--- src/rtl/rrfa_pkg.sv ---
// ----------------------------------------------------------------------------
// rrfa_pkg
// Shared types and constants for the round robin frame allocator.
// ----------------------------------------------------------------------------
`default_nettype none
package rrfa_pkg;

	localparam int NUM_HOSTS_DEF     = 16;
	localparam int ALLOC_ENTRIES_DEF = 16;
	localparam int PB_RESET          = 4;
	localparam int FRAMES_MAX        = 1023;

	typedef enum logic [1:0] {
		CMD_CLR_REQ   = 2'd0,
		CMD_ADD       = 2'd1,
		CMD_ALLOC     = 2'd2,
		CMD_CLR_ALLOC = 2'd3
	} cmd_t;

	typedef struct packed {
		cmd_t       command;
		logic [7:0] pid;
		logic [7:0] request_frames;
		logic       placement_upper;
		logic [9:0] slot_budget;
	} in_beat_t;

	typedef struct packed {
		logic        entry_valid;
		logic [3:0]  entry_index;
		logic [7:0]  entry_pid;
		logic [9:0]  entry_frames;
		logic [3:0]  piggyback_count;
		logic [12:0] total_requested;
		logic [9:0]  total_allocated;
		logic        requests_pending;
		logic        last;
	} out_beat_t;

	// request table word
	typedef struct packed {
		logic [7:0] pid;
		logic [7:0] remaining;
		logic [7:0] size;
	} req_word_t;

	// allocation table word
	typedef struct packed {
		logic [7:0] pid;
		logic [9:0] frames;
	} alloc_word_t;

endpackage
`default_nettype wire

--- src/rtl/rrfa_ram.sv ---
// ----------------------------------------------------------------------------
// rrfa_ram
// Generic single write port, single read port RAM with registered read.
// ----------------------------------------------------------------------------
`default_nettype none
module rrfa_ram #(
	parameter int WIDTH = 8,
	parameter int DEPTH = 16,
	localparam int AW = (DEPTH > 1) ? $clog2(DEPTH) : 1
) (
	input  wire logic             clk,
	input  wire logic             we,
	input  wire logic [AW-1:0]    waddr,
	input  wire logic [WIDTH-1:0] wdata,
	input  wire logic [AW-1:0]    raddr,
	output logic      [WIDTH-1:0] rdata
);

	logic [WIDTH-1:0] mem [DEPTH];

	always_ff @(posedge clk) begin
		if (we) begin
			mem[waddr] <= wdata;
		end
		rdata <= mem[raddr];
	end

endmodule
`default_nettype wire

--- src/rtl/rrfa_ctrl.sv ---
// ----------------------------------------------------------------------------
// rrfa_ctrl
// Command sequencer: table updates, round robin grant loop, piggyback pass
// and allocation list output.
// ----------------------------------------------------------------------------
`default_nettype none
module rrfa_ctrl import rrfa_pkg::*; #(
	parameter int NUM_HOSTS     = NUM_HOSTS_DEF,
	parameter int ALLOC_ENTRIES = ALLOC_ENTRIES_DEF,
	localparam int SLOTS = NUM_HOSTS + 1,
	localparam int SW = $clog2(SLOTS),
	localparam int AW = (ALLOC_ENTRIES > 1) ? $clog2(ALLOC_ENTRIES) : 1
) (
	input  wire logic        clk,
	input  wire logic        arst_n,
	input  wire logic        in_valid,
	output logic             in_stall,
	input  wire in_beat_t    in_data,
	output logic             out_valid,
	input  wire logic        out_stall,
	output out_beat_t        out_data,
	input  wire logic [3:0]  max_pb,
	output logic             req_we,
	output logic [SW-1:0]    req_waddr,
	output req_word_t        req_wdata,
	output logic [SW-1:0]    req_raddr,
	input  wire req_word_t   req_rdata,
	output logic             alc_we,
	output logic [AW-1:0]    alc_waddr,
	output alloc_word_t      alc_wdata,
	output logic [AW-1:0]    alc_raddr,
	input  wire alloc_word_t alc_rdata
);

	typedef enum logic [4:0] {
		S_IDLE, S_STAT, S_RSUM_RD, S_RSUM_DO, S_SEL, S_GRD, S_GDO, S_SRD, S_SDO,
		S_ARD, S_ADO, S_GWR, S_PRD, S_PDO, S_PDIV, S_PNX, S_ERD, S_EWR
	} state_t;

	localparam logic [SW-1:0] LAST_SLOT  = SW'(NUM_HOSTS);
	localparam logic [AW-1:0] LAST_ENTRY = AW'(ALLOC_ENTRIES - 1);

	state_t            state_q;
	logic [SW-1:0]     r_q;
	logic [AW-1:0]     i_q;
	logic [AW-1:0]     k_q;
	logic [SLOTS-1:0]  req_valid_q;
	logic [SLOTS-1:0]  pend_q;
	logic [SLOTS-1:0]  map_valid_q;
	logic [AW-1:0]     map_idx_q [SLOTS];
	logic [ALLOC_ENTRIES-1:0] alc_valid_q;
	logic [3:0]        pb_q [ALLOC_ENTRIES];
	logic [9:0]        budget_q;
	logic [SW-1:0]     up_q;
	logic [SW-1:0]     lo_q;
	logic [12:0]       rsum_q;
	logic [9:0]        asum_q;
	logic [13:0]       acc_q;
	logic [7:0]        cur_pid_q;
	logic [7:0]        cur_rem_q;
	logic [7:0]        cur_size_q;
	logic [9:0]        fr_q;
	logic [9:0]        div_rem_q;
	logic [3:0]        div_cnt_q;
	logic [3:0]        stat_idx_q;
	logic              out_valid_q;
	out_beat_t         out_q;

	logic              in_acc;
	logic              out_free;
	logic              out_load;
	logic [SW-1:0]     slot;
	logic              free_found;
	logic [AW-1:0]     free_idx;
	logic              in_range;
	logic [SW-1:0]     slot_i;
	logic [9:0]        fr_inc;
	logic [3:0]        stat_pb;

	assign in_stall  = (state_q != S_IDLE);
	assign in_acc    = in_valid && !in_stall;
	assign out_free  = !out_valid_q || !out_stall;
	assign out_load  = out_free && (state_q == S_STAT || state_q == S_EWR);
	assign out_valid = out_valid_q;
	assign out_data  = out_q;

	assign slot     = in_data.placement_upper ? up_q : lo_q;
	assign in_range = (int'(i_q) <= NUM_HOSTS);
	assign slot_i   = SW'(i_q);
	assign fr_inc   = (fr_q == 10'(FRAMES_MAX)) ? fr_q : fr_q + 10'd1;
	assign stat_pb  = (int'(stat_idx_q) < ALLOC_ENTRIES) ? pb_q[AW'(stat_idx_q)] : 4'd0;

	// lowest free allocation entry
	always_comb begin
		free_found = 1'b0;
		free_idx   = '0;
		for (int e = ALLOC_ENTRIES - 1; e >= 0; e--) begin
			if (!alc_valid_q[e]) begin
				free_found = 1'b1;
				free_idx   = AW'(e);
			end
		end
	end

	always_comb begin
		req_raddr = (state_q == S_PRD || state_q == S_PDO) ? slot_i : r_q;
		alc_raddr = (state_q == S_ARD || state_q == S_ADO) ? k_q : i_q;
		req_we    = 1'b0;
		req_waddr = r_q;
		req_wdata = '{pid: cur_pid_q, remaining: cur_rem_q - 8'd1, size: cur_size_q};
		alc_we    = (state_q == S_GWR);
		alc_waddr = k_q;
		alc_wdata = '{pid: cur_pid_q, frames: fr_inc};
		if (state_q == S_GWR) begin
			req_we = 1'b1;
		end else if (in_acc && in_data.command == CMD_ADD) begin
			req_we    = 1'b1;
			req_waddr = slot;
			req_wdata = '{pid: in_data.pid, remaining: in_data.request_frames,
				size: in_data.request_frames};
		end
	end

	always_ff @(posedge clk or negedge arst_n) begin
		if (!arst_n) begin
			state_q     <= S_IDLE;
			r_q         <= '0;
			i_q         <= '0;
			k_q         <= '0;
			req_valid_q <= '0;
			pend_q      <= '0;
			map_valid_q <= '0;
			for (int s = 0; s < SLOTS; s++) map_idx_q[s] <= '0;
			alc_valid_q <= '0;
			for (int e = 0; e < ALLOC_ENTRIES; e++) pb_q[e] <= '0;
			budget_q    <= '0;
			up_q        <= SW'(NUM_HOSTS / 2 + 1);
			lo_q        <= SW'(NUM_HOSTS / 2);
			rsum_q      <= '0;
			asum_q      <= '0;
			acc_q       <= '0;
			cur_pid_q   <= '0;
			cur_rem_q   <= '0;
			cur_size_q  <= '0;
			fr_q        <= '0;
			div_rem_q   <= '0;
			div_cnt_q   <= '0;
			stat_idx_q  <= '0;
			out_valid_q <= 1'b0;
			out_q       <= '0;
		end else begin
			if (!out_stall && !out_load) begin
				out_valid_q <= 1'b0;
			end
			unique case (state_q)
				S_IDLE: begin
					if (in_acc) begin
						stat_idx_q <= (in_data.command == CMD_ADD) ? 4'(slot) : '0;
						unique case (in_data.command)
							CMD_CLR_REQ: begin
								req_valid_q <= '0;
								pend_q      <= '0;
								budget_q    <= in_data.slot_budget;
								up_q        <= SW'(NUM_HOSTS / 2 + 1);
								lo_q        <= SW'(NUM_HOSTS / 2);
								state_q     <= S_STAT;
							end
							CMD_ADD: begin
								req_valid_q[slot] <= 1'b1;
								pend_q[slot]      <= (in_data.request_frames != 8'd0);
								if (in_data.placement_upper) begin
									up_q <= (slot == LAST_SLOT) ? '0 : slot + SW'(1);
								end else begin
									lo_q <= (slot == '0) ? LAST_SLOT : slot - SW'(1);
								end
								state_q    <= S_STAT;
							end
							CMD_ALLOC: begin
								rsum_q      <= '0;
								r_q         <= '0;
								map_valid_q <= '0;
								state_q     <= S_RSUM_RD;
							end
							CMD_CLR_ALLOC: begin
								alc_valid_q <= '0;
								state_q     <= S_STAT;
							end
							default: state_q <= S_IDLE;
						endcase
					end
				end
				S_STAT: begin
					if (out_free) begin
						out_valid_q <= 1'b1;
						out_q <= '{entry_valid: 1'b0, entry_index: stat_idx_q,
							entry_pid: '0, entry_frames: '0, piggyback_count: stat_pb,
							total_requested: rsum_q, total_allocated: asum_q,
							requests_pending: |pend_q, last: 1'b1};
						state_q <= S_IDLE;
					end
				end
				S_RSUM_RD: state_q <= S_RSUM_DO;
				S_RSUM_DO: begin
					if (req_valid_q[r_q]) begin
						rsum_q <= rsum_q + 13'(req_rdata.remaining);
					end
					if (r_q == LAST_SLOT) begin
						r_q     <= '0;
						state_q <= S_SEL;
					end else begin
						r_q     <= r_q + SW'(1);
						state_q <= S_RSUM_RD;
					end
				end
				S_SEL: begin
					if (budget_q == '0 || pend_q == '0) begin
						i_q     <= '0;
						acc_q   <= '0;
						state_q <= S_PRD;
					end else if (pend_q[r_q]) begin
						state_q <= S_GRD;
					end else begin
						r_q <= (r_q == LAST_SLOT) ? '0 : r_q + SW'(1);
					end
				end
				S_GRD: state_q <= S_GDO;
				S_GDO: begin
					cur_pid_q  <= req_rdata.pid;
					cur_rem_q  <= req_rdata.remaining;
					cur_size_q <= req_rdata.size;
					if (map_valid_q[r_q]) begin
						k_q     <= map_idx_q[r_q];
						state_q <= S_ARD;
					end else begin
						i_q     <= '0;
						state_q <= S_SRD;
					end
				end
				S_SRD: state_q <= S_SDO;
				S_SDO: begin
					if (alc_valid_q[i_q] && alc_rdata.pid == cur_pid_q) begin
						k_q              <= i_q;
						fr_q             <= alc_rdata.frames;
						map_valid_q[r_q] <= 1'b1;
						map_idx_q[r_q]   <= i_q;
						state_q          <= S_GWR;
					end else if (i_q == LAST_ENTRY) begin
						if (free_found) begin
							k_q                   <= free_idx;
							fr_q                  <= '0;
							alc_valid_q[free_idx] <= 1'b1;
							map_valid_q[r_q]      <= 1'b1;
							map_idx_q[r_q]        <= free_idx;
							state_q               <= S_GWR;
						end else begin
							// table full: allocation ends here
							i_q     <= '0;
							acc_q   <= '0;
							state_q <= S_PRD;
						end
					end else begin
						i_q     <= i_q + AW'(1);
						state_q <= S_SRD;
					end
				end
				S_ARD: state_q <= S_ADO;
				S_ADO: begin
					fr_q    <= alc_rdata.frames;
					state_q <= S_GWR;
				end
				S_GWR: begin
					pend_q[r_q] <= (cur_rem_q != 8'd1);
					budget_q    <= budget_q - 10'd1;
					r_q         <= (r_q == LAST_SLOT) ? '0 : r_q + SW'(1);
					state_q     <= S_SEL;
				end
				S_PRD: state_q <= S_PDO;
				S_PDO: begin
					state_q <= S_PNX;
					if (alc_valid_q[i_q]) begin
						acc_q <= acc_q + 14'(alc_rdata.frames);
						if (in_range && req_valid_q[slot_i] && req_rdata.size != 8'd0 &&
							alc_rdata.frames > 10'(req_rdata.size)) begin
							div_rem_q  <= alc_rdata.frames;
							div_cnt_q  <= '0;
							cur_size_q <= req_rdata.size;
							state_q    <= S_PDIV;
						end
					end
				end
				S_PDIV: begin
					// ceiling quotient by repeated subtraction, capped at the clip
					if (div_rem_q == '0 || div_cnt_q == max_pb) begin
						pb_q[i_q] <= div_cnt_q;
						state_q   <= S_PNX;
					end else begin
						div_rem_q <= (div_rem_q > 10'(cur_size_q)) ?
							div_rem_q - 10'(cur_size_q) : '0;
						div_cnt_q <= div_cnt_q + 4'd1;
					end
				end
				S_PNX: begin
					if (i_q == LAST_ENTRY) begin
						asum_q  <= (acc_q > 14'(FRAMES_MAX)) ? 10'(FRAMES_MAX) : acc_q[9:0];
						i_q     <= '0;
						state_q <= S_ERD;
					end else begin
						i_q     <= i_q + AW'(1);
						state_q <= S_PRD;
					end
				end
				S_ERD: state_q <= S_EWR;
				S_EWR: begin
					if (out_free) begin
						out_valid_q <= 1'b1;
						out_q <= '{entry_valid: alc_valid_q[i_q], entry_index: 4'(i_q),
							entry_pid: alc_valid_q[i_q] ? alc_rdata.pid : 8'd0,
							entry_frames: alc_valid_q[i_q] ? alc_rdata.frames : 10'd0,
							piggyback_count: pb_q[i_q], total_requested: rsum_q,
							total_allocated: asum_q, requests_pending: |pend_q,
							last: (i_q == LAST_ENTRY)};
						if (i_q == LAST_ENTRY) begin
							state_q <= S_IDLE;
						end else begin
							i_q     <= i_q + AW'(1);
							state_q <= S_ERD;
						end
					end
				end
				default: state_q <= S_IDLE;
			endcase
		end
	end

endmodule
`default_nettype wire

--- src/rtl/round_robin_frame_allocator_unit.sv ---
// Status commands (clear requests, add, clear allocations): one beat from S_STAT after accept,
// sent once the output is free. Allocate: demand totalling over all NUM_HOSTS+1 request slots,
// then the round robin grant loop (allocation entries scanned on a request's first grant, idle
// slots passed over), then the piggyback pass over every entry and one output beat per entry.
// One item at a time; the grant loop is paced by the single read port of each table RAM.
// Reset clears the control registers and valid bits, not the table RAMs; no clearing pass, the block accepts at once.
// ----------------------------------------------------------------------------
// round_robin_frame_allocator_unit
// TDMA slot scheduler with request and allocation tables held in RAM.
// ----------------------------------------------------------------------------
`default_nettype none
module round_robin_frame_allocator_unit import rrfa_pkg::*; #(
	parameter int NUM_HOSTS     = NUM_HOSTS_DEF,
	parameter int ALLOC_ENTRIES = ALLOC_ENTRIES_DEF
) (
	input  wire logic        clk,
	input  wire logic        arst_n,
	input  wire logic        in_valid,
	output logic             in_stall,
	input  wire in_beat_t    in_data,
	output logic             out_valid,
	input  wire logic        out_stall,
	output out_beat_t        out_data,
	input  wire logic        psel,
	input  wire logic        penable,
	input  wire logic        pwrite,
	input  wire logic [2:0]  paddr,
	input  wire logic [31:0] pwdata,
	output logic      [31:0] prdata,
	output logic             pready
);

	localparam int SLOTS = NUM_HOSTS + 1;
	localparam int SW = $clog2(SLOTS);
	localparam int AW = (ALLOC_ENTRIES > 1) ? $clog2(ALLOC_ENTRIES) : 1;

	logic [3:0]    max_pb_q;
	logic          req_we;
	logic [SW-1:0] req_waddr;
	logic [SW-1:0] req_raddr;
	req_word_t     req_wdata;
	req_word_t     req_rdata;
	logic          alc_we;
	logic [AW-1:0] alc_waddr;
	logic [AW-1:0] alc_raddr;
	alloc_word_t   alc_wdata;
	alloc_word_t   alc_rdata;

	assign pready = 1'b1;
	assign prdata = (paddr[2] == 1'b0) ? {28'd0, max_pb_q} : 32'd0;

	always_ff @(posedge clk or negedge arst_n) begin
		if (!arst_n) begin
			max_pb_q <= 4'(PB_RESET);
		end else if (psel && penable && pwrite && paddr[2] == 1'b0) begin
			max_pb_q <= pwdata[3:0];
		end
	end

	rrfa_ram #(.WIDTH($bits(req_word_t)), .DEPTH(SLOTS)) u_req_ram (
		.clk   (clk),
		.we    (req_we),
		.waddr (req_waddr),
		.wdata (req_wdata),
		.raddr (req_raddr),
		.rdata (req_rdata)
	);

	rrfa_ram #(.WIDTH($bits(alloc_word_t)), .DEPTH(ALLOC_ENTRIES)) u_alc_ram (
		.clk   (clk),
		.we    (alc_we),
		.waddr (alc_waddr),
		.wdata (alc_wdata),
		.raddr (alc_raddr),
		.rdata (alc_rdata)
	);

	rrfa_ctrl #(.NUM_HOSTS(NUM_HOSTS), .ALLOC_ENTRIES(ALLOC_ENTRIES)) u_ctrl (
		.clk       (clk),
		.arst_n    (arst_n),
		.in_valid  (in_valid),
		.in_stall  (in_stall),
		.in_data   (in_data),
		.out_valid (out_valid),
		.out_stall (out_stall),
		.out_data  (out_data),
		.max_pb    (max_pb_q),
		.req_we    (req_we),
		.req_waddr (req_waddr),
		.req_wdata (req_wdata),
		.req_raddr (req_raddr),
		.req_rdata (req_rdata),
		.alc_we    (alc_we),
		.alc_waddr (alc_waddr),
		.alc_wdata (alc_wdata),
		.alc_raddr (alc_raddr),
		.alc_rdata (alc_rdata)
	);

endmodule
`default_nettype wire

--- config.mk ---
export PLATFORM = sky130hd
export DESIGN_NAME = round_robin_frame_allocator_unit
export DESIGN_NICKNAME = d
export VERILOG_FILES = /design/src/rtl/rrfa_pkg.sv /design/src/rtl/rrfa_ram.sv /design/src/rtl/rrfa_ctrl.sv /design/src/rtl/round_robin_frame_allocator_unit.sv
export SDC_FILE = /design/constraint.sdc
export NUM_CORES = 2
export LEC_CHECK = 0
export BUFFER_PORTS_ARGS = -buffer_cell sky130_fd_sc_hd__buf_2
export CAP_MARGIN = 10
export CORE_AREA = 2 2 318 352
export DETAILED_ROUTE_END_ITERATION = 16
export DIE_AREA = 0 0 320 354
export PLACE_DENSITY_LB_ADDON = 0.25
export SLEW_MARGIN = 20
export SYNTH_ARGS = -nofsm -noshare
export SYNTH_HDL_FRONTEND = slang
export SYNTH_SLANG_ARGS = --single-unit
--- constraint.sdc ---
create_clock -name clk -period 4.9 [get_ports clk]
set_input_delay 0.49 -clock clk [delete_from_list [all_inputs] [get_ports clk]]
set_output_delay 0.49 -clock clk [all_outputs]
set_load 0.02 [all_outputs]
Word level (Yosys, flattened, before mapping)

Memories as Yosys holds them, arrays and structs flattened. A register that Yosys moved wholly into a read port is not among the register bits.
Index checks and enable logic that the tools add are counted.
Widths: inputs -> output; s select.

Equality and inequality tests: 55
Bitwise operators: 7
Order comparisons: 16
Mux-type cells: 182
Add/sub/neg operators: 11
Reduce and logical (&&, ||, !) cells: 73

Operators by type and width:

| cell               | count |
|---|---|
| $mux 68            | 3 |
| $mux 4             | 44 |
| $bwmux 68          | 2 |
| $pmux 17 s2        | 4 |
| $mux 10            | 12 |
| $mux 5             | 23 |
| $mux 52            | 2 |
| $pmux 52 s2        | 1 |
| $mux 17            | 6 |
| $pmux 5 s18        | 1 |
| $mux 16            | 5 |
| $mux 14            | 5 |
| $bwmux 64          | 1 |
| $pmux 10 s2        | 3 |
| $mux 24            | 2 |
| $pmux 14 s3        | 1 |
| $eq 5x4->1 const B | 8 |
| $mux 13            | 3 |
| $bwmux 17          | 2 |
| $mux 1             | 34 |
| $or 17x17->17      | 2 |
| $bmux 4 s4         | 2 |
| $pmux 16 s2        | 1 |
| $pmux 5 s2         | 3 |
| 74 further kinds   | 174 |

Bits in writable memories: 696
Memories kept: 2
Output and inout bits: 87
Word-level logic and storage cells: 411
Flip-flop bits (word level): 383
Input port bits: 71

Memory list:

| name          | depth | bits a word | rd ports | clocked after Yosys merged registers in | wr ports | RTL line       | RTL |
|---|---|---|---|---|---|---|---|
| u_req_ram.mem | 17    | 24          | 1        | 1                                       | 1        | rrfa_ram.sv:19 | `logic [WIDTH-1:0] mem [DEPTH];` |
| u_alc_ram.mem | 16    | 18          | 1        | 1                                       | 1        | rrfa_ram.sv:19 |  |

Logic depth before layout (Yosys ltp)

Depth after elaboration: 25
Depth in mapped cells: 13
Gate-level depth less buffers: 11

Modules after synthesis

A second synthesis with hierarchy kept.

Cells, all modules: 3,338
Area total of the unflattened synthesis: 49,234.7 µm²

Modules (own cells, without submodules):

| module                           | seq. area each (µm²) | area an instance (µm²) | times used | cells each |
|---|---|---|---|---|
| rrfa_ctrl                        | 9,487.8              | 21,217.8               | 1          | 2,117 |
| rrfa_ram at u_req_ram            | 12,732.2             | 16,264.3               | 1          | 695 |
| rrfa_ram at u_alc_ram            | 9,008.6              | 11,322.1               | 1          | 482 |
| round_robin_frame_allocator_unit | 101.3                | 430.4                  | 1          | 44 |

Worst setup path before layout

OpenSTA, ideal clock, no wires.

Path type: register to register
Start: register u_ctrl.state_q[2]
End: memory u_alc_ram.mem[0][0] (netlist bit), enable pin
Data required time: 4,484 ps
Buffers on the path: 3
Data arrival time: 3,078 ps
Library setup time: 416 ps
Period minus slack after synthesis: 3,494 ps
Slack: 1,406 ps
Cell stages (with the launch flop): 8
Cells stage by stage: dfrtp_1 or3b_1 buf_2 nor2_1 clkbuf_1 clkbuf_1 nand3_1 nor3_1

Longest elaborated chain between the ends: 3

RTL lines:

| what                         | RTL line         | RTL |
|---|---|---|
| start: declaration           | rrfa_ctrl.sv:43  | `state_t state_q;` |
| start signal: assignment     | rrfa_ctrl.sv:126 | `state_q <= S_IDLE;` |
| start signal: assignment     | rrfa_ctrl.sv:166 | `state_q <= S_STAT;` |
| start signal: assignment     | rrfa_ctrl.sv:176 | `state_q <= S_STAT;` |
| $eq 5x4->1                   | rrfa_ctrl.sv:111 | `alc_we = (state_q == S_GWR);` |
| $mux 1                       | rrfa_ram.sv:22   | `if (we) begin` |
| $mux 1 (implied by the code) | rrfa_ram.sv:23   | `mem[waddr] <= wdata;` |
| end: declaration             | rrfa_ram.sv:19   |  |

No other way between the ends.

Worst setup path in the final report

Start: register u_ctrl.state_q[3]
End: register u_req_ram.rdata[10], read port of u_req_ram.mem

Longest elaborated chain between the ends: 3
Elaborated cells between the ends (all ways): 4
Classes of those cells: eq/ne (2); mux (1); reduce/logical (1)

RTL lines:

| what                 | RTL line         | RTL |
|---|---|---|
| $eq 5x4->1           | rrfa_ctrl.sv:106 | `req_raddr = (state_q == S_PRD \|\| state_q == S_PDO) ? slot_i : r_q;` |
| $logic_or 1x1->1 (*) | rrfa_ctrl.sv:106 |  |
| $mux 5 (*)           | rrfa_ctrl.sv:106 |  |
| end: declaration     | rrfa_ram.sv:16   | `output logic [WIDTH-1:0] rdata` |

Mark *: on every way between the ends. The rest lies on a longest branch, timed or not.
A chain may end at the register's enable or synchronous reset.

==> out/metrics.cfg <==
[worst_setup_path]
crit_family=simple AND/OR/NAND/NOR gates
rrSetupSlack_ns=0.90
r2r_start=u_ctrl.state_q[3]
crit_required_ns=5.49
slowest_delay_ns=0.83
rr_endpoint=u_req_ram.rdata[10]
cp-start-kind=flop
arrival_ns=4.60
worstPathCellList=nor4bb_1, buf_4, mux2i_1, nor2b_4, buf_4, a32oi_1, a31oi_1, nor3_1
critPathLaunch=u_ctrl.state_q[3]
cp_max_fo=22
crit_slowest_cell=nor2b_4
critPathCaptureType=flop
crit_type=flop to flop
cp_num_buf_inv=2
reg2regPathDepth=8
crit_top_cell=buf_4

[min_path]
min-delay-start=pwdata[2]
hp-class=input port to flop
whs_path_depth=2
holdPathEnd=max_pb_q[2]

[clocking]
clk_pin_slew_ns=0.07
hold_buffers=8
cts_buffers=109
h-tree-depth=3
post_cts_buffers=0
cts_sinks=1121
cts_tree=built
clk_latency_ns=0.72
cts_buffer_depth=3
cts-root-buf=clkbuf_16
cts_resized=0

[power]
p_per_area_nw_per_um2=336
switchingPower_mw=3.80
totalPowerFinal_mw=18.6
p_sw_share_pct=20.5
leakagePower_nw=20.9
p_clk_share_pct=45.5
combPwrFrac_pct=0.9
vdd_drop_max_uv=295
power.internal_mw=14.8
p_seq_share_pct=53.7

[grt]
grt.total_usage_pct=22.0
grt_pass1_wl_microns=189000
grt_max_degree=112
first_global_vias=30245
antenna_found_initial=3
overflow=0

[die]
row_count=128
dieHeight_microns=354
ios=158
die_w_microns=320
core_area_sq_um=110000
start_util_pct=44.6
die_area_sq_um=113000

[placement]
dpl_cell_area_sq_um=51600
dp_hpwl_microns=78200
io_buffers=98
gp_congestion=0.881

[sta]
min_period_over_period_pct=81.7
hold_violations=0
drv_slew=0
setup_viol=0
rsz0062_at_grt=false
slew_headroom_pct=25.7
tightest_slew_ns=1.11
fin_crit_ns=4.00
fin_skew_ns=0.0549
tns_ns=0
max_freq_ghz=0.250

[status]
status=finished clean

[drt]
drc=0
ant_nets=0
routed_wl_microns=125000
detail_route.first_pass.iterations=5
via_per_inst=5.83
wl_per_cell_microns=23.7
vias=30758
drtIter0Drc=2654

[yosys]
syn_avg_cell_area_sq_um=13.5
synthDominantCellAreaShare_pct=42.7
syn_area_sq_um=49000
synth_edf_count=696
yosys_warnings=0
synthTopCellsByArea=edfxtp_1 (43%), dfrtp_1 (19%), mux4_2 (5.7%)
yosysTopAreaCell=edfxtp_1
ys_ff_latch=1121
syn_inst=3628
synth_cell_types=88
seq_area_frac_synth_pct=63.9
ys.flop_type=edfxtp_1
async_flop_share_pct=34.2

[flow_run]
cap_viol_max_count=0

[cells_and_area]
nets=3883
fill_cells=9406
drive_gt1_share_pct=20.9
area_growth_syn_to_layout_pct=13.0
antenna_cells=0
final_area_sq_um=55300

## cells in the final DEF, fill, tap and decap left out, drive strengths merged, types with 44 or more instances in the layout
master,count
mux2,195
nand2,492
mux2i,107
nor3,66
clkinv,44
nand3,170
a22oi,51
clkbuf,145
nor2,216
inv,50
a21oi,99
ha,52
mux4,134
a32oi,48
o21ai,109
a31oi,91
buf,217
dfrtp,379
edfxtp,696
## sequential cells by signal (all words and copies together), names as in the netlist, 13 cells and up
name,cells
u_req_ram.mem,408
u_alc_ram.mem,288
u_ctrl.map_idx_q,68
u_ctrl.pb_q,64
u_ctrl.out_data,52
u_req_ram.rdata,24
u_alc_ram.rdata,18
u_ctrl.map_valid_q,17
u_ctrl.pend_q,17
u_ctrl.req_valid_q,17
u_ctrl.alc_valid_q,16
u_ctrl.acc_q,14
u_ctrl.rsum_q,13
## power groups by stage
stage,Sequential [mW],Clock (mW),Combinational [mW]
after floorplan,10.2,0,0.0708
after global placement,10.2,0,0.163
after detailed placement,10.2,0,0.164
after CTS,9.96,8.61,0.170
after global routing,9.96,8.99,0.184
final,9.97,8.44,0.165
## cell type report
| cell class | instances | area [sq um] | share of cell area [%] |
|---|---|---|---|
| repair buffers | 225 | 1590 | 2.88 |
| clock buffers | 145 | 3050 | 5.52 |
| clock inverters | 57 | 598 | 1.08 |
| well taps | 1430 | 1790 | 3.23 |
| flip-flops and latches | 1121 | 31300 | 56.6 |
| multi-input cells | 2251 | 16800 | 30.3 |
| inverters | 49 | 184 | 0.332 |
## synth_stat cells, types with 7 or more instances
cell type / count
nand3_1: 170
o21a_1: 36
a32oi_1: 48
xor2_1: 14
o211ai_1: 17
mux2i_1: 106
dfrtp_1: 379
a211oi_1: 14
nor3_1: 65
buf_1: 31
a31oi_1: 91
dfxtp_1: 42
nor4_1: 21
inv_1: 49
a22oi_1: 51
and2_1: 14
clkbuf_1: 115
and3_1: 11
a21oi_1: 98
mux4_2: 123
or3_1: 8
mux4_1: 11
nor2b_1: 25
o21ai_0: 107
nand4_1: 16
buf_2: 49
ha_1: 52
o221ai_1: 13
buf_4: 31
a22o_1: 32
o22ai_1: 16
o31ai_1: 7
nor2_1: 215
or2_2: 9
mux2_2: 193
edfxtp_1: 696
nand2_1: 491
xnor2_1: 27
a21o_1: 14
nand2b_1: 14
## cells by family (layout without fill, tap and decap cells)
logic type	after synthesis	count (layout)	share of synthesized area, %
AO/OA/AOI/OAI	597	597	8.33
XOR/XNOR	41	41	0.733
adder cells (fa/ha/maj)	55	55	1.45
buffers and inverters	283	476	2.67
flip-flops	1121	1121	63.9
multiplexers	436	436	12.9
other	2	29	0.0153
AND/OR/NAND/NOR	1093	1093	9.93
## routing by layer
layer	GRT usage, %	part of all wire (%)
met5	0	0
met4	7.29	2.8
met3	2.72	5.6
met2	36.9	49
met1	29.8	42
## how the worst max path moves through the flow
stage | end | depth (start not counted)
detailed placement | u_req_ram.rdata[10] | 8
CTS | u_req_ram.rdata[10] | 8
floorplan | u_alc_ram.mem[0][0] | 7
global placement | u_req_ram.mem[8][23] | 8
finish | u_req_ram.rdata[10] | 8
global route | u_req_ram.rdata[16] | 8
## metrics by stage
step	setup slack [ns]	hold slack [ns]	utilization (%)	cells
global route	0.794	0.0233	50.4	5278
global placement	1.11	0.443	46.9	5067
CTS	1.03	0.00121	50.3	5278
finish	0.898	0.0382	50.4	5278
detailed placement	1.03	0.452	47.0	5068
floorplan	1.41	0.194	-	3655
No activity file was read; power rests on OpenSTA's default activity.
